### src/axfd_pkg.sv
// Shared types and constants of the AX.25 frame header decoder.
`default_nettype none

package axfd_pkg;

    localparam int MAX_INFO = 256;

    typedef enum logic [1:0] {
        KIND_CHAR    = 2'd0,
        KIND_SSID    = 2'd1,
        KIND_INFO    = 2'd2,
        KIND_SUMMARY = 2'd3
    } kind_t;

    localparam logic [1:0] SLOT_DEST = 2'd0;
    localparam logic [1:0] SLOT_SRC  = 2'd1;
    localparam logic [1:0] SLOT_VIA  = 2'd2;

    localparam logic [2:0] ST_OK        = 3'd0;
    localparam logic [2:0] ST_SHORT     = 3'd1;
    localparam logic [2:0] ST_EXTRA_VIA = 3'd2;
    localparam logic [2:0] ST_OVERFLOW  = 3'd3;
    localparam logic [2:0] ST_BAD_U     = 3'd4;
    localparam logic [2:0] ST_BAD_S     = 3'd5;

    localparam logic [3:0] FT_I     = 4'd0;
    localparam logic [3:0] FT_RR    = 4'd1;
    localparam logic [3:0] FT_RNR   = 4'd2;
    localparam logic [3:0] FT_REJ   = 4'd3;
    localparam logic [3:0] FT_SREJ  = 4'd4;
    localparam logic [3:0] FT_SABME = 4'd5;
    localparam logic [3:0] FT_SABM  = 4'd6;
    localparam logic [3:0] FT_DISC  = 4'd7;
    localparam logic [3:0] FT_DM    = 4'd8;
    localparam logic [3:0] FT_UA    = 4'd9;
    localparam logic [3:0] FT_FRMR  = 4'd10;
    localparam logic [3:0] FT_UI    = 4'd11;
    localparam logic [3:0] FT_XID   = 4'd12;
    localparam logic [3:0] FT_TEST  = 4'd13;

    typedef struct packed {
        kind_t       kind;
        logic [1:0]  slot;
        logic [7:0]  value;
        logic [2:0]  status;
        logic [3:0]  ctrl_type;
        logic        command_bit;
        logic        poll_final;
        logic [2:0]  recv_seq;
        logic [2:0]  send_seq;
        logic        via_repeated;
        logic [8:0]  info_count;
        logic        last_result;
    } result_t;

    typedef struct packed {
        logic [1:0] count;
        result_t    first;
        result_t    second;
    } push_t;

endpackage

`default_nettype wire

### src/axfd_decode.sv
// Input register, per-frame state and byte decode of the frame header decoder.
`default_nettype none

module axfd_decode (
    input  wire logic            clk,
    input  wire logic            rst_n,
    input  wire logic            in_valid,
    output logic                 in_ready,
    input  wire logic [7:0]      frame_byte,
    input  wire logic            last_byte,
    input  wire logic [8:0]      info_limit,
    input  wire logic            room,
    output axfd_pkg::push_t      push
);
    import axfd_pkg::*;

    localparam logic [8:0] LIMIT_CAP = (MAX_INFO > 511) ? 9'd511 : 9'(MAX_INFO);

    logic       hold_valid_reg, hold_valid_next;
    logic [7:0] byte_reg;
    logic       last_reg;

    logic [8:0] byte_index_reg, byte_index_next;
    logic       space_seen_reg, space_seen_next;
    logic       dest_cmd_reg, dest_cmd_next;
    logic       has_via_reg, has_via_next;
    logic       via_h_bit_reg, via_h_bit_next;
    logic [7:0] control_reg, control_next;
    logic [7:0] pid_reg, pid_next;
    logic [2:0] error_reg, error_next;
    logic [3:0] type_reg, type_next;
    logic [8:0] data_count_reg, data_count_next;

    logic       accept, advance;
    logic       in_addr, short_frame, ss, ra_valid;
    logic [1:0] slot;
    logic [4:0] pos_wide;
    logic [2:0] pos;
    logic [6:0] ch;
    logic [8:0] ctl, limit;
    logic [4:0] cls;
    logic [2:0] status;
    result_t    ra, sum;

    // [4] set for an unknown code, [3:0] the frame type
    function automatic logic [4:0] classify(input logic [7:0] c);
        logic [4:0] r;
        r = {1'b0, FT_I};
        if (c[0] == 1'b0)
        begin
            r = {1'b0, FT_I};
        end
        else if (c[1:0] == 2'b11)
        begin
            case (c & 8'hEF)
                8'h6F:   r = {1'b0, FT_SABME};
                8'h2F:   r = {1'b0, FT_SABM};
                8'h43:   r = {1'b0, FT_DISC};
                8'h0F:   r = {1'b0, FT_DM};
                8'h63:   r = {1'b0, FT_UA};
                8'h87:   r = {1'b0, FT_FRMR};
                8'h03:   r = {1'b0, FT_UI};
                8'hAF:   r = {1'b0, FT_XID};
                8'hE3:   r = {1'b0, FT_TEST};
                default: r = {1'b1, 4'd0};
            endcase
        end
        else
        begin
            case (c[3:0])
                4'h1:    r = {1'b0, FT_RR};
                4'h5:    r = {1'b0, FT_RNR};
                4'h9:    r = {1'b0, FT_REJ};
                4'hD:    r = {1'b0, FT_SREJ};
                default: r = {1'b1, 4'd0};
            endcase
        end
        return r;
    endfunction

    assign advance  = hold_valid_reg && room;
    assign in_ready = !hold_valid_reg || room;
    assign accept   = in_valid && in_ready;

    always_comb
    begin
        hold_valid_next = hold_valid_reg;
        if (accept)
        begin
            hold_valid_next = 1'b1;
        end
        else if (advance)
        begin
            hold_valid_next = 1'b0;
        end
    end

    always_ff @(posedge clk or negedge rst_n)
    begin
        if (!rst_n)
        begin
            hold_valid_reg <= 1'b0;
        end
        else
        begin
            hold_valid_reg <= hold_valid_next;
        end
    end

    always_ff @(posedge clk)
    begin
        if (accept)
        begin
            byte_reg <= frame_byte;
            last_reg <= last_byte;
        end
    end

    assign limit = (info_limit < LIMIT_CAP) ? info_limit : LIMIT_CAP;
    assign ctl   = has_via_reg ? 9'd21 : 9'd14;
    assign ch    = byte_reg[7:1];
    assign cls   = classify(byte_reg);

    always_comb
    begin
        if (byte_index_reg < 9'd7)
        begin
            slot = SLOT_DEST;
        end
        else if (byte_index_reg < 9'd14)
        begin
            slot = SLOT_SRC;
        end
        else
        begin
            slot = SLOT_VIA;
        end
    end

    assign pos_wide = byte_index_reg[4:0]
                    - ((slot == SLOT_DEST) ? 5'd0 : (slot == SLOT_SRC) ? 5'd7 : 5'd14);
    assign pos      = pos_wide[2:0];
    assign in_addr  = (byte_index_reg < 9'd14) || (has_via_reg && byte_index_reg < 9'd21);

    always_comb
    begin
        byte_index_next = byte_index_reg;
        space_seen_next = space_seen_reg;
        dest_cmd_next   = dest_cmd_reg;
        has_via_next    = has_via_reg;
        via_h_bit_next  = via_h_bit_reg;
        control_next    = control_reg;
        pid_next        = pid_reg;
        error_next      = error_reg;
        type_next       = type_reg;
        data_count_next = data_count_reg;
        short_frame     = 1'b0;
        ss              = 1'b0;
        ra_valid        = 1'b0;
        ra              = '0;
        sum             = '0;
        status          = ST_OK;

        if (in_addr)
        begin
            if (error_reg == ST_OK)
            begin
                ss = (pos == 3'd0) ? 1'b0 : space_seen_reg;
                space_seen_next = ss;
                if (pos < 3'd6)
                begin
                    if (ss || ch == 7'h20)
                    begin
                        space_seen_next = 1'b1;
                    end
                    else
                    begin
                        ra_valid = 1'b1;
                        ra.kind  = KIND_CHAR;
                        ra.slot  = slot;
                        ra.value = {1'b0, ch};
                    end
                end
                else
                begin
                    if (byte_reg[4:1] != 4'd0)
                    begin
                        ra_valid = 1'b1;
                        ra.kind  = KIND_SSID;
                        ra.slot  = slot;
                        ra.value = {4'd0, byte_reg[4:1]};
                    end
                    if (slot == SLOT_DEST)
                    begin
                        dest_cmd_next = byte_reg[7];
                    end
                    else if (slot == SLOT_SRC)
                    begin
                        has_via_next = !byte_reg[0];
                    end
                    else
                    begin
                        via_h_bit_next = byte_reg[7];
                        if (!byte_reg[0])
                        begin
                            error_next = ST_EXTRA_VIA;
                        end
                    end
                end
            end
            short_frame = last_reg;
        end
        else if (error_reg == ST_OK || error_reg == ST_OVERFLOW)
        begin
            if (byte_index_reg == ctl)
            begin
                control_next = byte_reg;
                if (cls[4])
                begin
                    error_next = (byte_reg[1:0] == 2'b11) ? ST_BAD_U : ST_BAD_S;
                end
                else
                begin
                    type_next = cls[3:0];
                end
                if (error_next == ST_OK && (type_next == FT_I || type_next == FT_UI)
                    && last_reg)
                begin
                    short_frame = 1'b1;
                end
            end
            else if (type_reg == FT_I || type_reg == FT_UI)
            begin
                if (byte_index_reg == ctl + 9'd1)
                begin
                    pid_next = byte_reg;
                end
                else if (data_count_reg < limit)
                begin
                    ra_valid        = 1'b1;
                    ra.kind         = KIND_INFO;
                    ra.value        = byte_reg;
                    data_count_next = data_count_reg + 9'd1;
                end
                else
                begin
                    error_next = ST_OVERFLOW;
                end
            end
        end

        if (byte_index_reg != 9'd511)
        begin
            byte_index_next = byte_index_reg + 9'd1;
        end

        status           = short_frame ? ST_SHORT : error_next;
        sum.kind         = KIND_SUMMARY;
        sum.status       = status;
        sum.command_bit  = dest_cmd_next;
        sum.via_repeated = via_h_bit_next;
        sum.last_result  = 1'b1;
        if (status == ST_OK)
        begin
            sum.ctrl_type  = type_next;
            sum.poll_final = control_next[4];
            if (type_next <= FT_SREJ)
            begin
                sum.recv_seq = control_next[7:5];
            end
            if (type_next == FT_I)
            begin
                sum.send_seq = control_next[3:1];
            end
            if (type_next == FT_I || type_next == FT_UI)
            begin
                sum.value      = pid_next;
                sum.info_count = data_count_next;
            end
        end

        ra.last_result = !last_reg;

        if (last_reg)
        begin
            byte_index_next = '0;
            space_seen_next = 1'b0;
            dest_cmd_next   = 1'b0;
            has_via_next    = 1'b0;
            via_h_bit_next  = 1'b0;
            control_next    = '0;
            pid_next        = '0;
            error_next      = ST_OK;
            type_next       = FT_I;
            data_count_next = '0;
        end
    end

    always_comb
    begin
        push.count  = 2'd0;
        push.first  = ra_valid ? ra : sum;
        push.second = sum;
        if (advance)
        begin
            push.count = {1'b0, ra_valid} + {1'b0, last_reg};
        end
    end

    always_ff @(posedge clk or negedge rst_n)
    begin
        if (!rst_n)
        begin
            byte_index_reg <= '0;
            space_seen_reg <= 1'b0;
            dest_cmd_reg   <= 1'b0;
            has_via_reg    <= 1'b0;
            via_h_bit_reg  <= 1'b0;
            control_reg    <= '0;
            pid_reg        <= '0;
            error_reg      <= ST_OK;
            type_reg       <= FT_I;
            data_count_reg <= '0;
        end
        else if (advance)
        begin
            byte_index_reg <= byte_index_next;
            space_seen_reg <= space_seen_next;
            dest_cmd_reg   <= dest_cmd_next;
            has_via_reg    <= has_via_next;
            via_h_bit_reg  <= via_h_bit_next;
            control_reg    <= control_next;
            pid_reg        <= pid_next;
            error_reg      <= error_next;
            type_reg       <= type_next;
            data_count_reg <= data_count_next;
        end
    end

endmodule

`default_nettype wire

### src/axfd_result_fifo.sv
// Four-entry result queue taking up to two results per cycle, giving one.
`default_nettype none

module axfd_result_fifo (
    input  wire logic              clk,
    input  wire logic              rst_n,
    input  wire axfd_pkg::push_t   push,
    output logic                   room,
    output logic                   out_valid,
    input  wire logic              out_ready,
    output axfd_pkg::result_t      head
);
    import axfd_pkg::*;

    result_t    entries_reg [4];
    logic [1:0] wr_ptr_reg, wr_ptr_next;
    logic [1:0] rd_ptr_reg, rd_ptr_next;
    logic [2:0] count_reg, count_next;
    logic       pop;

    assign out_valid = (count_reg != 3'd0);
    assign pop       = out_valid && out_ready;
    assign room      = (count_reg <= 3'd2);
    assign head      = entries_reg[rd_ptr_reg];

    always_comb
    begin
        wr_ptr_next = wr_ptr_reg + push.count;
        rd_ptr_next = rd_ptr_reg + {1'b0, pop};
        count_next  = count_reg + {1'b0, push.count} - {2'b00, pop};
    end

    always_ff @(posedge clk)
    begin
        if (push.count != 2'd0)
        begin
            entries_reg[wr_ptr_reg] <= push.first;
        end
        if (push.count == 2'd2)
        begin
            entries_reg[wr_ptr_reg + 2'd1] <= push.second;
        end
    end

    always_ff @(posedge clk or negedge rst_n)
    begin
        if (!rst_n)
        begin
            wr_ptr_reg <= '0;
            rd_ptr_reg <= '0;
            count_reg  <= '0;
        end
        else
        begin
            wr_ptr_reg <= wr_ptr_next;
            rd_ptr_reg <= rd_ptr_next;
            count_reg  <= count_next;
        end
    end

endmodule

`default_nettype wire

### src/ax25_frame_header_decoder_unit.sv
// Top level of the AX.25 frame header decoder: config register, decode and result queue.
// Path: an accepted frame byte is held in the input register of the decode, and its results
//   are written into the result queue once the queue has room, and offered from there.
// Throughput: one frame byte per cycle while the queue has room; it drains one result per
//   cycle, and a final byte may push a character, ssid or info result and its summary.
// Reset: asynchronous, clears frame state and queue, info_limit returns to 256.
`default_nettype none

module ax25_frame_header_decoder_unit (
    input  wire logic        clk,
    input  wire logic        rst_n,
    input  wire logic        cfg_valid,
    output logic             cfg_ready,
    input  wire logic [8:0]  cfg_data,
    input  wire logic        in_valid,
    output logic             in_ready,
    input  wire logic [7:0]  frame_byte,
    input  wire logic        last_byte,
    output logic             out_valid,
    input  wire logic        out_ready,
    output logic [1:0]       kind,
    output logic [1:0]       slot,
    output logic [7:0]       value,
    output logic [2:0]       status,
    output logic [3:0]       ctrl_type,
    output logic             command_bit,
    output logic             poll_final,
    output logic [2:0]       recv_seq,
    output logic [2:0]       send_seq,
    output logic             via_repeated,
    output logic [8:0]       info_count,
    output logic             last_result
);
    import axfd_pkg::*;

    logic [8:0] info_limit_reg;
    logic       room;
    push_t      push;
    result_t    head;

    assign cfg_ready = 1'b1;

    always_ff @(posedge clk or negedge rst_n)
    begin
        if (!rst_n)
        begin
            info_limit_reg <= 9'd256;
        end
        else if (cfg_valid && cfg_ready)
        begin
            info_limit_reg <= cfg_data;
        end
    end

    axfd_decode u_decode (
        .clk        (clk),
        .rst_n      (rst_n),
        .in_valid   (in_valid),
        .in_ready   (in_ready),
        .frame_byte (frame_byte),
        .last_byte  (last_byte),
        .info_limit (info_limit_reg),
        .room       (room),
        .push       (push)
    );

    axfd_result_fifo u_fifo (
        .clk       (clk),
        .rst_n     (rst_n),
        .push      (push),
        .room      (room),
        .out_valid (out_valid),
        .out_ready (out_ready),
        .head      (head)
    );

    assign kind         = head.kind;
    assign slot         = head.slot;
    assign value        = head.value;
    assign status       = head.status;
    assign ctrl_type    = head.ctrl_type;
    assign command_bit  = head.command_bit;
    assign poll_final   = head.poll_final;
    assign recv_seq     = head.recv_seq;
    assign send_seq     = head.send_seq;
    assign via_repeated = head.via_repeated;
    assign info_count   = head.info_count;
    assign last_result  = head.last_result;

endmodule

`default_nettype wire
### config.mk
export PLATFORM = sky130hd
export DESIGN_NAME = ax25_frame_header_decoder_unit
export DESIGN_NICKNAME = d
export VERILOG_FILES = /design/src/axfd_pkg.sv /design/src/axfd_decode.sv /design/src/axfd_result_fifo.sv /design/src/ax25_frame_header_decoder_unit.sv
export SDC_FILE = /design/constraint.sdc
export NUM_CORES = 1
export LEC_CHECK = 0
export BUFFER_PORTS_ARGS = -buffer_cell sky130_fd_sc_hd__buf_2
export CORE_ASPECT_RATIO = 1.1
export CORE_MARGIN = 2
export CORE_UTILIZATION = 30
export DETAILED_ROUTE_END_ITERATION = 16
export PLACE_DENSITY = 0.53
export SLEW_MARGIN = 25
export SYNTH_ARGS = -nofsm -noshare
export SYNTH_HDL_FRONTEND = slang
export SYNTH_HIERARCHICAL = 1
export SYNTH_SLANG_ARGS = --single-unit
### constraint.sdc
create_clock -name clk -period 15.4 [get_ports clk]
set_input_delay 0.77 -clock clk [delete_from_list [all_inputs] [get_ports clk]]
set_output_delay 0.77 -clock clk [all_outputs]
set_load 0.05 [all_outputs]
**After elaboration in Yosys (flattened, before gate mapping)**

Memory sizes are Yosys's and may differ from the RTL's.
Index checks and enable logic that the tools add are counted.

- Add/subtract/negate cells: 10
- Order comparisons: 8
- Equal/unequal tests: 26
- Mux-type cells: 125
- Reduce and logical (&&, ||, !) cells: 35

Operators with widths:

| kind | number |
|---|---|
| 8-bit 2-to-1 mux | 18 |
| 9-bit 2-to-1 mux | 12 |
| 3-bit 2-to-1 mux | 20 |
| 1-bit 2-to-1 mux | 45 |
| 5-bit one-hot mux with 9 select lines | 1 |
| 38-bit 2-to-1 mux | 1 |
| 4-bit 2-to-1 mux | 9 |
| 7-bit by 6-bit == test with 1-bit output (second input constant) | 4 |
| 9-bit by 1-bit adder with 9-bit output (second input constant) | 3 |
| 12-bit 2-to-1 mux | 2 |
| 7-bit == test (second input constant) | 3 |
| 4-bit == test (second input constant) | 5 |
| 2-bit 2-to-1 mux | 10 |
| 5-bit one-hot mux with 4 select lines | 1 |
| 5-bit 2-to-1 mux | 3 |
| 3-bit logical NOT | 4 |
| 4-bit logical NOT | 3 |
| 2-bit nonzero test | 6 |
| 11-bit 2-to-1 mux | 1 |
| 10-bit 2-to-1 mux | 1 |
| 9-bit by 5-bit == test with 1-bit output | 1 |
| 9-bit == test | 1 |
| 9-bit by 3-bit < comparator with 1-bit output (second input constant) | 1 |
| 9-bit by 4-bit < comparator with 1-bit output (second input constant) | 1 |
| 33 further kinds | 48 |

- Register bits after elaboration: 70
- Memory bits (writable): 152
- Bits of input ports: 23
- Output and inout bits: 41
- Logic and storage cells: 222
- Memories: 1

Memories:

| memory | words | bits a word | read ports | clocked after memory_dff | write ports | line | source |
|---|---|---|---|---|---|---|---|
| u_fifo.entries_reg | 4 | 38 | 1 | 0 | 2 | axfd_result_fifo.sv:15 | `result_t entries_reg [4];` |

**Depth between registers and ports, before layout**

Gate-level depths: netlist of run 1.

- Word-level depth: 20
- Depth in mapped cells: 23
- Mapped depth without buffers: 21

**Hierarchy**

Netlist of run 1, hierarchy kept.

Modules (own cells, without submodules):

| module | times used | cells an instance | area an instance (um^2) |
|---|---|---|---|
| axfd_result_fifo | 1 | 413 | 7,803.7 |
| axfd_decode | 1 | 569 | 4,565.6 |
| ax25_frame_header_decoder_unit | 1 | 21 | 384.1 |

**Worst setup path after synthesis of run 1**

No wires, ideal clock.

- Kind: flip-flop to flip-flop
- From: reg u_decode.byte_index_reg[8]
- To: mem u_fifo/entries_reg[2][0] (netlist name) (enable)
- Setup time: 446 ps
- Arrival time: 6,049 ps
- Data required time: 14,954 ps
- Setup slack: 8,905 ps
- Stages on the path, launching flop included: 17
- Clock period less this slack: 6,495 ps
- Cell sequence: dfrtp_1 or4_4 a311oi_1 o21ai_0 inv_1 ha_1 fa_1 nor2b_1 o211a_1 or2_4 clkinv_2 nand2_4 buf_2 ha_1 and3_1 or3b_2 a21oi_1

RTL lines:

| element | line | source |
|---|---|---|
| start: declaration | axfd_decode.sv:23 | `logic [8:0] byte_index_reg, byte_index_next;` |
| start signal: assignment | axfd_decode.sv:327 | `byte_index_reg <= byte_index_next;` |
| end: declaration | axfd_result_fifo.sv:15 |  |

==> impl_metrics.env, run 1 <==
export IMPL_cts_htree_levels=1
export IMPL_cts_made_buffers=26
export IMPL_crit_path_top_delay_cell="buf_4"
export IMPL_crit_arrival_ns=6.17
export IMPL_total_leakage_power_nw=5.41
export IMPL_p_sw_share_pct=40.3
export IMPL_clock_skew_ns=0.00994
export IMPL_ys_flop_type="edfxtp_1"
export IMPL_power_density_nw_per_um2=176
export IMPL_synth_xor_area_share_pct=1.58
export IMPL_setup_viol=0
export IMPL_core_area_sq_um=42100
export IMPL_fmax_mhz=170
export IMPL_gp_congestion=0.764
export IMPL_synth_area_sq_um=12800
export IMPL_gr_total_overflow=0
export IMPL_grt_util_all_layers_pct=14.8
export IMPL_die_area_sq_um=44200
export IMPL_start_util_pct=30.3
export IMPL_first_pass_iters=5
export IMPL_status="complete, no violations"
export IMPL_p_clk_share_pct=25.1
export IMPL_cts_setup_buffers=0
export IMPL_area_delta_synth_final_pct=13.0
export IMPL_p_total_mw=2.53
export IMPL_grt_pass1_wl_um=51100
export IMPL_path_cells="or4_4, a311oi_1, o21ai_0, inv_1, ha_1, fa_1, nor2b_1, mux2i_4, nor3_1, or2_4, clkinv_2, nand2_4, ha_1, inv_1, nor2_1, and4bb_2, buf_4, mux2_2"
export IMPL_ctsResizeCount=0
export IMPL_cap_viol_max_count=0
export IMPL_hold_worst_slack_ns=0.414
export IMPL_hold_viol=0
export IMPL_netlist_area_leader_share_pct=37.9
export IMPL_cts_root_buf="clkbuf_16"
export IMPL_route_vias_total=8361
export IMPL_die_w_um=201
export IMPL_io_buffers=62
export IMPL_postRouteAntennaNets=0
export IMPL_power_switching_mw=1.02
export IMPL_grt_max_degree=62
export IMPL_drive_above_1_share_pct=26.9
export IMPL_synth_compound_area_share_pct=9.14
export IMPL_routed_wl_um=32700
export IMPL_largest_reg_flops=152
export IMPL_post_synth_num_cell_types=88
export IMPL_hold_buffers=0
export IMPL_cp_data_required_time_ns=15.68
export IMPL_netlist_instances=1003
export IMPL_avgSynthCellArea_sq_um=12.7
export IMPL_drv_slew=0
export IMPL_criticalPathCategory="flip-flop to flip-flop"
export IMPL_synth_common_cells="161 x edfxtp_1, 75 x nand2_1, 72 x mux2_2"
export IMPL_grt_antenna_before_repair=0
export IMPL_drc=0
export IMPL_ys_seq_elements=222
export IMPL_cts_buffer_depth=3
export IMPL_die_h_um=220
export IMPL_async_reset_ff_share_pct=27.5
export IMPL_crit_path_end_kind="flip-flop"
export IMPL_placementRows=79
export IMPL_yosysSeqAreaShare_pct=49.9
export IMPL_post_route_util_pct=34.2
export IMPL_drt_iter0_markers=488
export IMPL_ir_drop_v=0.0000752
export IMPL_period_minus_slack_ns=5.89
export IMPL_path_clk_slew_ns=0.06
export IMPL_synth_top_family_by_area="multiplexers"
export IMPL_synth_most_common_cell="edfxtp_1"
export IMPL_nets=1076
export IMPL_cts_tree="done"
export IMPL_synth_area_top_cells="edfxtp_1 38%, dfrtp_1 12%, mux4_2 6.7%, mux2_2 6.4%, mux2_1 6.2%"
export IMPL_hpwl_um=20400
export IMPL_clk_latency_ns=0.54
export IMPL_rr_worst_depth=18
export IMPL_io_pins=64
export IMPL_yosys_area_top_type="edfxtp_1"
export IMPL_synthSimpleGateAreaFrac_pct=10.7
export IMPL_tns_ns=0
export IMPL_power_frac_comb_pct=39.5
export IMPL_muxShareOfSynthArea_pct=22.4
export IMPL_hold_class="input port to async pin"
export IMPL_place_area_sq_um=13500
export IMPL_critPathLaunchType="flip-flop"
export IMPL_p_int_mw=1.51
export IMPL_yosysWarnings=6
export IMPL_worst_pin_slew_ns=1.00
export IMPL_diodes=0
export IMPL_viasPerCell=5.15
export IMPL_cts_sinks=222
export IMPL_relSlewSlack_pct=32.7
export IMPL_crit_fanout=38
export IMPL_wl_per_cell_um=20.2
export IMPL_r2r_setup_slack_ns=9.51
export IMPL_synth_fa_ha_area_share_pct=1.96
export IMPL_rsz0062_at_grt="false"
export IMPL_critical_path_max_stage_delay_ns=0.57
export IMPL_grt_pass1_vias=8618
export IMPL_fin_crit_sh_pct=38.3
export IMPL_seqPwrFrac_pct=35.4
export IMPL_fin_area_sq_um=14400
export IMPL_synth_edf_count=161
==> area by class of cell <==
cell class	count	area [sq um]
clock buffers	30	687
clock inverters	18	193
fillers	4252	27700
inverters	27	103
multi-input cells	678	5910
flip-flops and latches	222	6360
well taps	567	709
repair buffers	80	445
==> cell families (layout without fill, tap and decap cells) <==
| family | count (synthesis) | after routing |
|---|---|---|
| adder cells (fa/ha/maj) | 19 | 19 |
| AO/OA/AOI/OAI | 166 | 166 |
| XOR/XNOR | 23 | 23 |
| AND/OR/NAND/NOR | 254 | 254 |
| flip-flops | 222 | 222 |
| multiplexers | 210 | 210 |
| other | 3 | 6 |
| buffers and inverters | 106 | 155 |
==> layout by cell type (no fill, tap or decap), drive strengths merged, types with 5 or more instances in the layout <==
master  Yosys  layout
xnor2      14      14
nand2b      8       8
mux2i      11      11
nor3       28      28
or3         6       6
a21oi      25      25
mux4       38      38
a211oi     12      12
nand3       5       5
nand2      76      76
a22oi      12      12
o41ai       8       8
dfrtp      60      60
ha         16      16
nor4       20      20
buf        50      80
edfxtp    161     161
o211ai      7       7
clkinv      2      13
nand4      16      16
a21boi     12      12
and3        7       7
xor2        9       9
nor2       46      46
o21ai      47      47
mux2      161     161
clkbuf     29      30
o31ai       8       8
conb        3       6
inv        25      27
and2        7       7
==> critical path, delay by kind of cell (launching register included) <==
kind,cells,cell delay (ns)
flip-flops,1,0.41
adder cells (fa/ha/maj),3,0.87
multiplexers,2,0.50
AND/OR/NAND/NOR,7,2.20
AO/OA/AOI/OAI,2,0.73
buffers and inverters,4,0.88
==> power groups by stage <==
| stage | registers (mW) | logic, mW | clock network [mW] |
|---|---|---|---|
| finish | 0.896 | 1.00 | 0.637 |
| global route | 0.912 | 1.07 | 0.677 |
| CTS | 0.898 | 1.02 | 0.657 |
| detailed placement | 0.910 | 1.02 | 0 |
| global placement | 0.906 | 1.02 | 0 |
| floorplan | 0.867 | 0.786 | 0 |
==> worst paths after layout <==
kind                                                 start                         to
worst max-delay path            u_decode/byte_index_reg[8]  u_fifo/entries_reg[3][32]
worst min-delay path                                 rst_n          info_limit_reg[6]
worst max register to register  u_decode/byte_index_reg[8]  u_fifo/entries_reg[3][32]
worst min register to register     u_decode/control_reg[3]    u_decode/control_reg[3]
max in group asynchronous                            rst_n       u_fifo/rd_ptr_reg[0]
min in group clk                             frame_byte[5]       u_decode/byte_reg[5]
==> routing by layer <==
metal | vias to the layer above | part of all wire (%) | GRT usage (%)
met5 | - | 0 | 0
met4 | 0 | 2.2 | 4.37
met3 | 41 | 3.8 | 1.77
met2 | 188 | 49 | 26.0
met1 | 4211 | 45 | 19.1
li1 | 3921 | - | -
==> through the flow <==
step | setup WS [ns] | cells
after global placement | 9.65 | 1574
after global routing | 8.98 | 1622
final | 9.51 | 1622
after floorplan | 8.90 | 1006
after CTS | 9.51 | 1622
after detailed placement | 9.53 | 1574
Power figures use the tool's default switching activity.
==> run 2, diff against run 1 <==
Clock period 15.4 ns to 6 ns, I/O delays scaled along.
==> impl_metrics.env, run 2 (synthesized netlist as in run 1, its figures left out) <==
export IMPL_placementRows=79
export IMPL_r2r_setup_slack_ns=0.49
export IMPL_seqCellArea_sq_um=6360
export IMPL_area_delta_synth_final_pct=14.5
export IMPL_largest_reg_flops=152
export IMPL_grt_util_all_layers_pct=15.0
export IMPL_fin_cells=1646
export IMPL_hold_viol=0
export IMPL_wl_per_cell_um=20.1
export IMPL_diodes=0
export IMPL_layout_commonest_cell="edfxtp_1"
export IMPL_tns_ns=0
export IMPL_p_total_mw=6.40
export IMPL_total_leakage_power_nw=5.48
export IMPL_place_ws_ns=0.306
export IMPL_hold_end="info_limit_reg[1]"
export IMPL_relSlewSlack_pct=30.1
export IMPL_power_density_nw_per_um2=438
export IMPL_critPathLaunchType="flip-flop"
export IMPL_status="complete, no violations"
export IMPL_cts_htree_levels=1
export IMPL_grt_pass1_vias=8606
export IMPL_cp_data_required_time_ns=6.27
export IMPL_reg2reg_to="u_fifo/entries_reg[3][11]"
export IMPL_clk_latency_ns=0.53
export IMPL_nets=1102
export IMPL_cts_setup_buffers=0
export IMPL_multi_input_area_sq_um=5920
export IMPL_fin_crit_sh_pct=91.9
export IMPL_cts_tree="done"
export IMPL_viasPerCell=5.10
export IMPL_cap_viol_max_count=0
export IMPL_route_vias_total=8392
export IMPL_io_buffers=62
export IMPL_post_route_util_pct=34.7
export IMPL_crit_path_top_delay_cell="and4bb_2"
export IMPL_holdPathStages=2
export IMPL_dpl_cell_count=1581
export IMPL_rr_worst_depth=16
export IMPL_path_cells="or4_4, a311oi_1, o21ai_0, inv_1, ha_1, fa_1, nor2b_1, o211a_1, or2_4, clkinv_2, nand2_4, ha_1, and3_1, and4bb_2, buf_12, mux2_2"
export IMPL_nFillCells=4230
export IMPL_gr_total_overflow=0
export IMPL_cts_sinks=222
export IMPL_routed_wl_um=33100
export IMPL_criticalPathCategory="flip-flop to flip-flop"
export IMPL_cts_buffer_depth=3
export IMPL_cts_made_buffers=25
export IMPL_drive_above_1_share_pct=26.6
export IMPL_setup_viol=0
export IMPL_dr_wl_met2_um=15900
export IMPL_start_util_pct=30.3
export IMPL_setup_ws_ns=0.489
export IMPL_worstReg2RegStart="u_decode/byte_index_reg[8]"
export IMPL_place_area_sq_um=13600
export IMPL_ctsResizeCount=0
export IMPL_first_pass_iters=5
export IMPL_hold_worst_slack_ns=0.0262
export IMPL_postRouteAntennaNets=0
export IMPL_ir_drop_v=0.000197
export IMPL_grt_antenna_before_repair=0
export IMPL_crit_path_end_kind="flip-flop"
export IMPL_path_clk_slew_ns=0.06
export IMPL_clock_skew_ns=0.0166
export IMPL_drc=0
export IMPL_hp_start="cfg_data[1]"
export IMPL_grt_max_degree=62
export IMPL_die_h_um=220
export IMPL_die_area_sq_um=44200
export IMPL_cts_root_buf="clkbuf_16"
export IMPL_mostFrequentLayoutCells="161 x edfxtp_1, 75 x nand2_1, 72 x mux2_2"
export IMPL_drv_slew=0
export IMPL_die_w_um=201
export IMPL_fmax_mhz=181
export IMPL_cp_common_cell="ha_1"
export IMPL_critical_path_max_stage_delay_ns=0.69
export IMPL_fin_area_sq_um=14600
export IMPL_period_minus_slack_ns=5.51
export IMPL_crit_fanout=25
export IMPL_hold_class="input port to flip-flop"
export IMPL_dr_wl_met3_um=1240
export IMPL_top_layer_used="met4"
export IMPL_wl_met1_um=15400
export IMPL_drt_iter0_markers=563
export IMPL_worst_pin_slew_ns=1.05
export IMPL_gp_congestion=0.787
export IMPL_io_pins=64
export IMPL_hpwl_um=21100
export IMPL_rsz0062_at_grt="false"
export IMPL_grt_pass1_wl_um=52100
export IMPL_core_area_sq_um=42100
export IMPL_crit_arrival_ns=5.78
run 2: cell types whose count changed in the layout (fill, tap and decap cells not counted), moves of 3 or more:
cell,change
buf_4,+3
clkinv_1,-3
clkbuf_1,+6
dlygate4sd3_1,+19
buf_12,+4
run 2: what timing repair did:
item | in CTS | in global routing
setup endpoints to repair | 0 | 17
hold buffers | 19 | 0
endpoints found under the hold margin | 56 | 0
run 2: area by class of cell:
class,instances,share of cell area (%)
sequential,222,43.6
inverter,27,0.702
multi-input combinational,679,40.5
clock inverter,10,0.677
timing repair buffer,106,5.05
tap,567,4.86
clock buffer,35,4.61
run 2: how the worst max path moves through the flow:
stage	cells past startpoint	slack [ns]	startpoint	to
after floorplan	16	0.07	u_decode/byte_index_reg[8]	u_fifo/entries_reg[1][0]
after global placement	16	0.52	u_decode/byte_index_reg[8]	u_fifo/entries_reg[3][21]
after detailed placement	16	0.31	u_decode/byte_index_reg[8]	u_fifo/entries_reg[3][24]
after CTS	16	0.28	u_decode/byte_index_reg[8]	u_fifo/entries_reg[3][24]
after global routing	16	0.07	u_decode/byte_index_reg[5]	u_fifo/entries_reg[3][14]
final	16	0.49	u_decode/byte_index_reg[8]	u_fifo/entries_reg[3][11]
run 2: layer usage:
metal  GRT usage, %  vias up
li1               -     3974
met1           20.5     4228
met2           25.5      158
met3           2.08       32
met4           3.41        0
met5              0        -
run 2: power by group:
| part | leakage [nW] | internal [mW] | switching [mW] |
|---|---|---|---|
| Combinational | 2.80 | 0.829 | 1.80 |
| Sequential | 2.30 | 2.10 | 0.185 |
| Clock | 0.375 | 0.865 | 0.617 |
| Total | 5.48 | 3.80 | 2.60 |
run 2: worst max-delay path: cells and delay by family, from the launching register on:
| kind | cells | cell delay [ns] |
|---|---|---|
| flip-flops | 1 | 0.42 |
| AND/OR/NAND/NOR | 6 | 2.00 |
| adder cells (fa/ha/maj) | 3 | 0.89 |
| multiplexers | 1 | 0.36 |
| AO/OA/AOI/OAI | 3 | 1.04 |
| buffers and inverters | 3 | 0.51 |
==> run 3, diff against run 2 <==
Settings changed: RECOVER_POWER set to 50.
==> impl_metrics.env, run 3 (synthesized netlist as in run 1, its figures left out) <==
export IMPL_nets=1102
export IMPL_multi_input_area_sq_um=5870
export IMPL_seqPwrFrac_pct=36.0
export IMPL_critPathLaunchType="flip-flop"
export IMPL_setup_ws_ns=0.473
export IMPL_placementRows=79
export IMPL_tns_ns=0
export IMPL_cts_made_buffers=25
export IMPL_cts_sinks=222
export IMPL_ctsResizeCount=0
export IMPL_p_int_mw=3.75
export IMPL_crit_path_end_kind="flip-flop"
export IMPL_die_w_um=201
export IMPL_cts_tree="done"
export IMPL_total_leakage_power_nw=5.31
export IMPL_grt_pass1_wl_um=52100
export IMPL_hold_viol=0
export IMPL_relSlewSlack_pct=-141
export IMPL_p_clk_share_pct=23.3
export IMPL_power_density_nw_per_um2=439
export IMPL_p_total_mw=6.35
export IMPL_clk_latency_ns=0.53
export IMPL_place_area_sq_um=13600
export IMPL_hold_class="input port to flip-flop"
export IMPL_viasPerCell=5.09
export IMPL_drc=0
export IMPL_status="finished with violations"
export IMPL_core_area_sq_um=42100
export IMPL_cp_data_required_time_ns=6.27
export IMPL_setup_viol=0
export IMPL_die_h_um=220
export IMPL_grt_pass1_vias=8606
export IMPL_area_delta_synth_final_pct=13.5
export IMPL_cap_viol_max_count=3
export IMPL_gp_congestion=0.787
export IMPL_cts_htree_levels=1
export IMPL_wl_per_cell_um=20.1
export IMPL_mostFrequentLayoutCells="161 x edfxtp_1, 78 x mux2_1, 75 x nand2_1"
export IMPL_hpwl_um=21100
export IMPL_gr_total_overflow=0
export IMPL_die_area_sq_um=44200
export IMPL_seqCellArea_sq_um=6360
export IMPL_rsz0062_at_grt="false"
export IMPL_io_pins=64
export IMPL_power_switching_mw=2.60
export IMPL_fin_crit_sh_pct=92.1
export IMPL_fmax_mhz=181
export IMPL_hold_worst_slack_ns=0.0248
export IMPL_ir_drop_v=0.000196
export IMPL_drive_above_1_share_pct=21.0
export IMPL_place_ws_ns=0.306
export IMPL_route_vias_total=8372
export IMPL_grt_antenna_before_repair=0
export IMPL_drv_slew=142
export IMPL_diodes=0
export IMPL_grt_max_degree=62
export IMPL_path_clk_slew_ns=0.06
export IMPL_first_pass_iters=5
export IMPL_grt_util_all_layers_pct=15.0
export IMPL_cts_buffer_depth=3
export IMPL_crit_fanout=38
export IMPL_criticalPathCategory="flip-flop to flip-flop"
export IMPL_power_frac_comb_pct=40.6
export IMPL_largest_reg_flops=152
export IMPL_nFillCells=4244
export IMPL_p_sw_share_pct=41.0
export IMPL_postRouteAntennaNets=0
export IMPL_fin_area_sq_um=14500
export IMPL_start_util_pct=30.3
export IMPL_violations="max-capacitance violations, max-slew violations"
export IMPL_clock_skew_ns=0.0158
export IMPL_drt_iter0_markers=565
export IMPL_io_buffers=62
export IMPL_period_minus_slack_ns=5.53
export IMPL_cts_root_buf="clkbuf_16"
export IMPL_routed_wl_um=33000
export IMPL_worst_pin_slew_ns=3.62
export IMPL_crit_arrival_ns=5.80
export IMPL_layout_commonest_cell="edfxtp_1"
## run 3: power groups by stage
stage / Clock (mW) / Sequential [mW] / Combinational [mW]
finish: 1.48 / 2.29 / 2.58
global route: 1.59 / 2.33 / 2.78
CTS: 1.53 / 2.29 / 2.68
detailed placement: 0 / 2.32 / 2.67
global placement: 0 / 2.31 / 2.66
floorplan: 0 / 2.22 / 2.03
## run 3: worst paths after layout
kind                                            startpoint                        end  slack (ns)  cells after the start
worst max-delay path            u_decode/byte_index_reg[8]  u_fifo/entries_reg[1][14]        0.47                     16
worst min-delay path                           cfg_data[1]          info_limit_reg[1]        0.02                      2
worst max register to register  u_decode/byte_index_reg[8]  u_fifo/entries_reg[1][14]        0.47                     16
worst min register to register         u_decode/pid_reg[7]        u_decode/pid_reg[7]        0.48                      2
max in group asynchronous                            rst_n       u_fifo/rd_ptr_reg[1]        2.09                      3
min in group asynchronous                            rst_n       u_fifo/rd_ptr_reg[0]        1.63                      3
## run 3: what timing repair did
item / 4_1_cts / 5_1_grt
endpoints found under the setup margin: 0 / 17
buffers inserted: 0 / 0
hold endpoints to repair: 56 / 0
hold buffers: 19 / 0
## run 3: through the flow
| step | std cells | utilization, % |
|---|---|---|
| 2_1_floorplan | 1006 | - |
| 3_3_place_gp | 1581 | 32.4 |
| 3_5_place_dp | 1581 | 32.4 |
| 4_1_cts | 1645 | 34.7 |
| 5_1_grt | 1646 | 34.4 |
| 6_report | 1646 | 34.4 |
## run 3: critical path, stage by stage, from the launching register on
cell and delay [ns]:
dfrtp_1 0.41, or4_1 0.56, a311oi_1 0.51, o21ai_0 0.28
inv_1 0.11, ha_1 0.16, fa_1 0.46, nor2b_1 0.17
o211a_1 0.26, or2_4 0.27, clkinv_2 0.11, nand2_4 0.05
ha_1 0.27, and3_1 0.27, nor4b_4 0.30, clkbuf_4 0.61
mux2_2 0.41
## run 3: layout make-up
type	instances	share of cell area, %
Sequential cell	222	44.0
Multi-Input combinational cell	679	40.6
Tap cell	567	4.90
Clock buffer	35	4.65
Timing Repair Buffer	106	4.47
Inverter	27	0.709
Clock inverter	10	0.683
## run 3: routing by layer
layer	part of all wire (%)	up-vias	track usage [%]
met5	0	-	0
met4	1.6	0	3.41
met3	3.7	32	2.08
met2	48	139	25.5
met1	47	4228	20.5
li1	-	3973	-
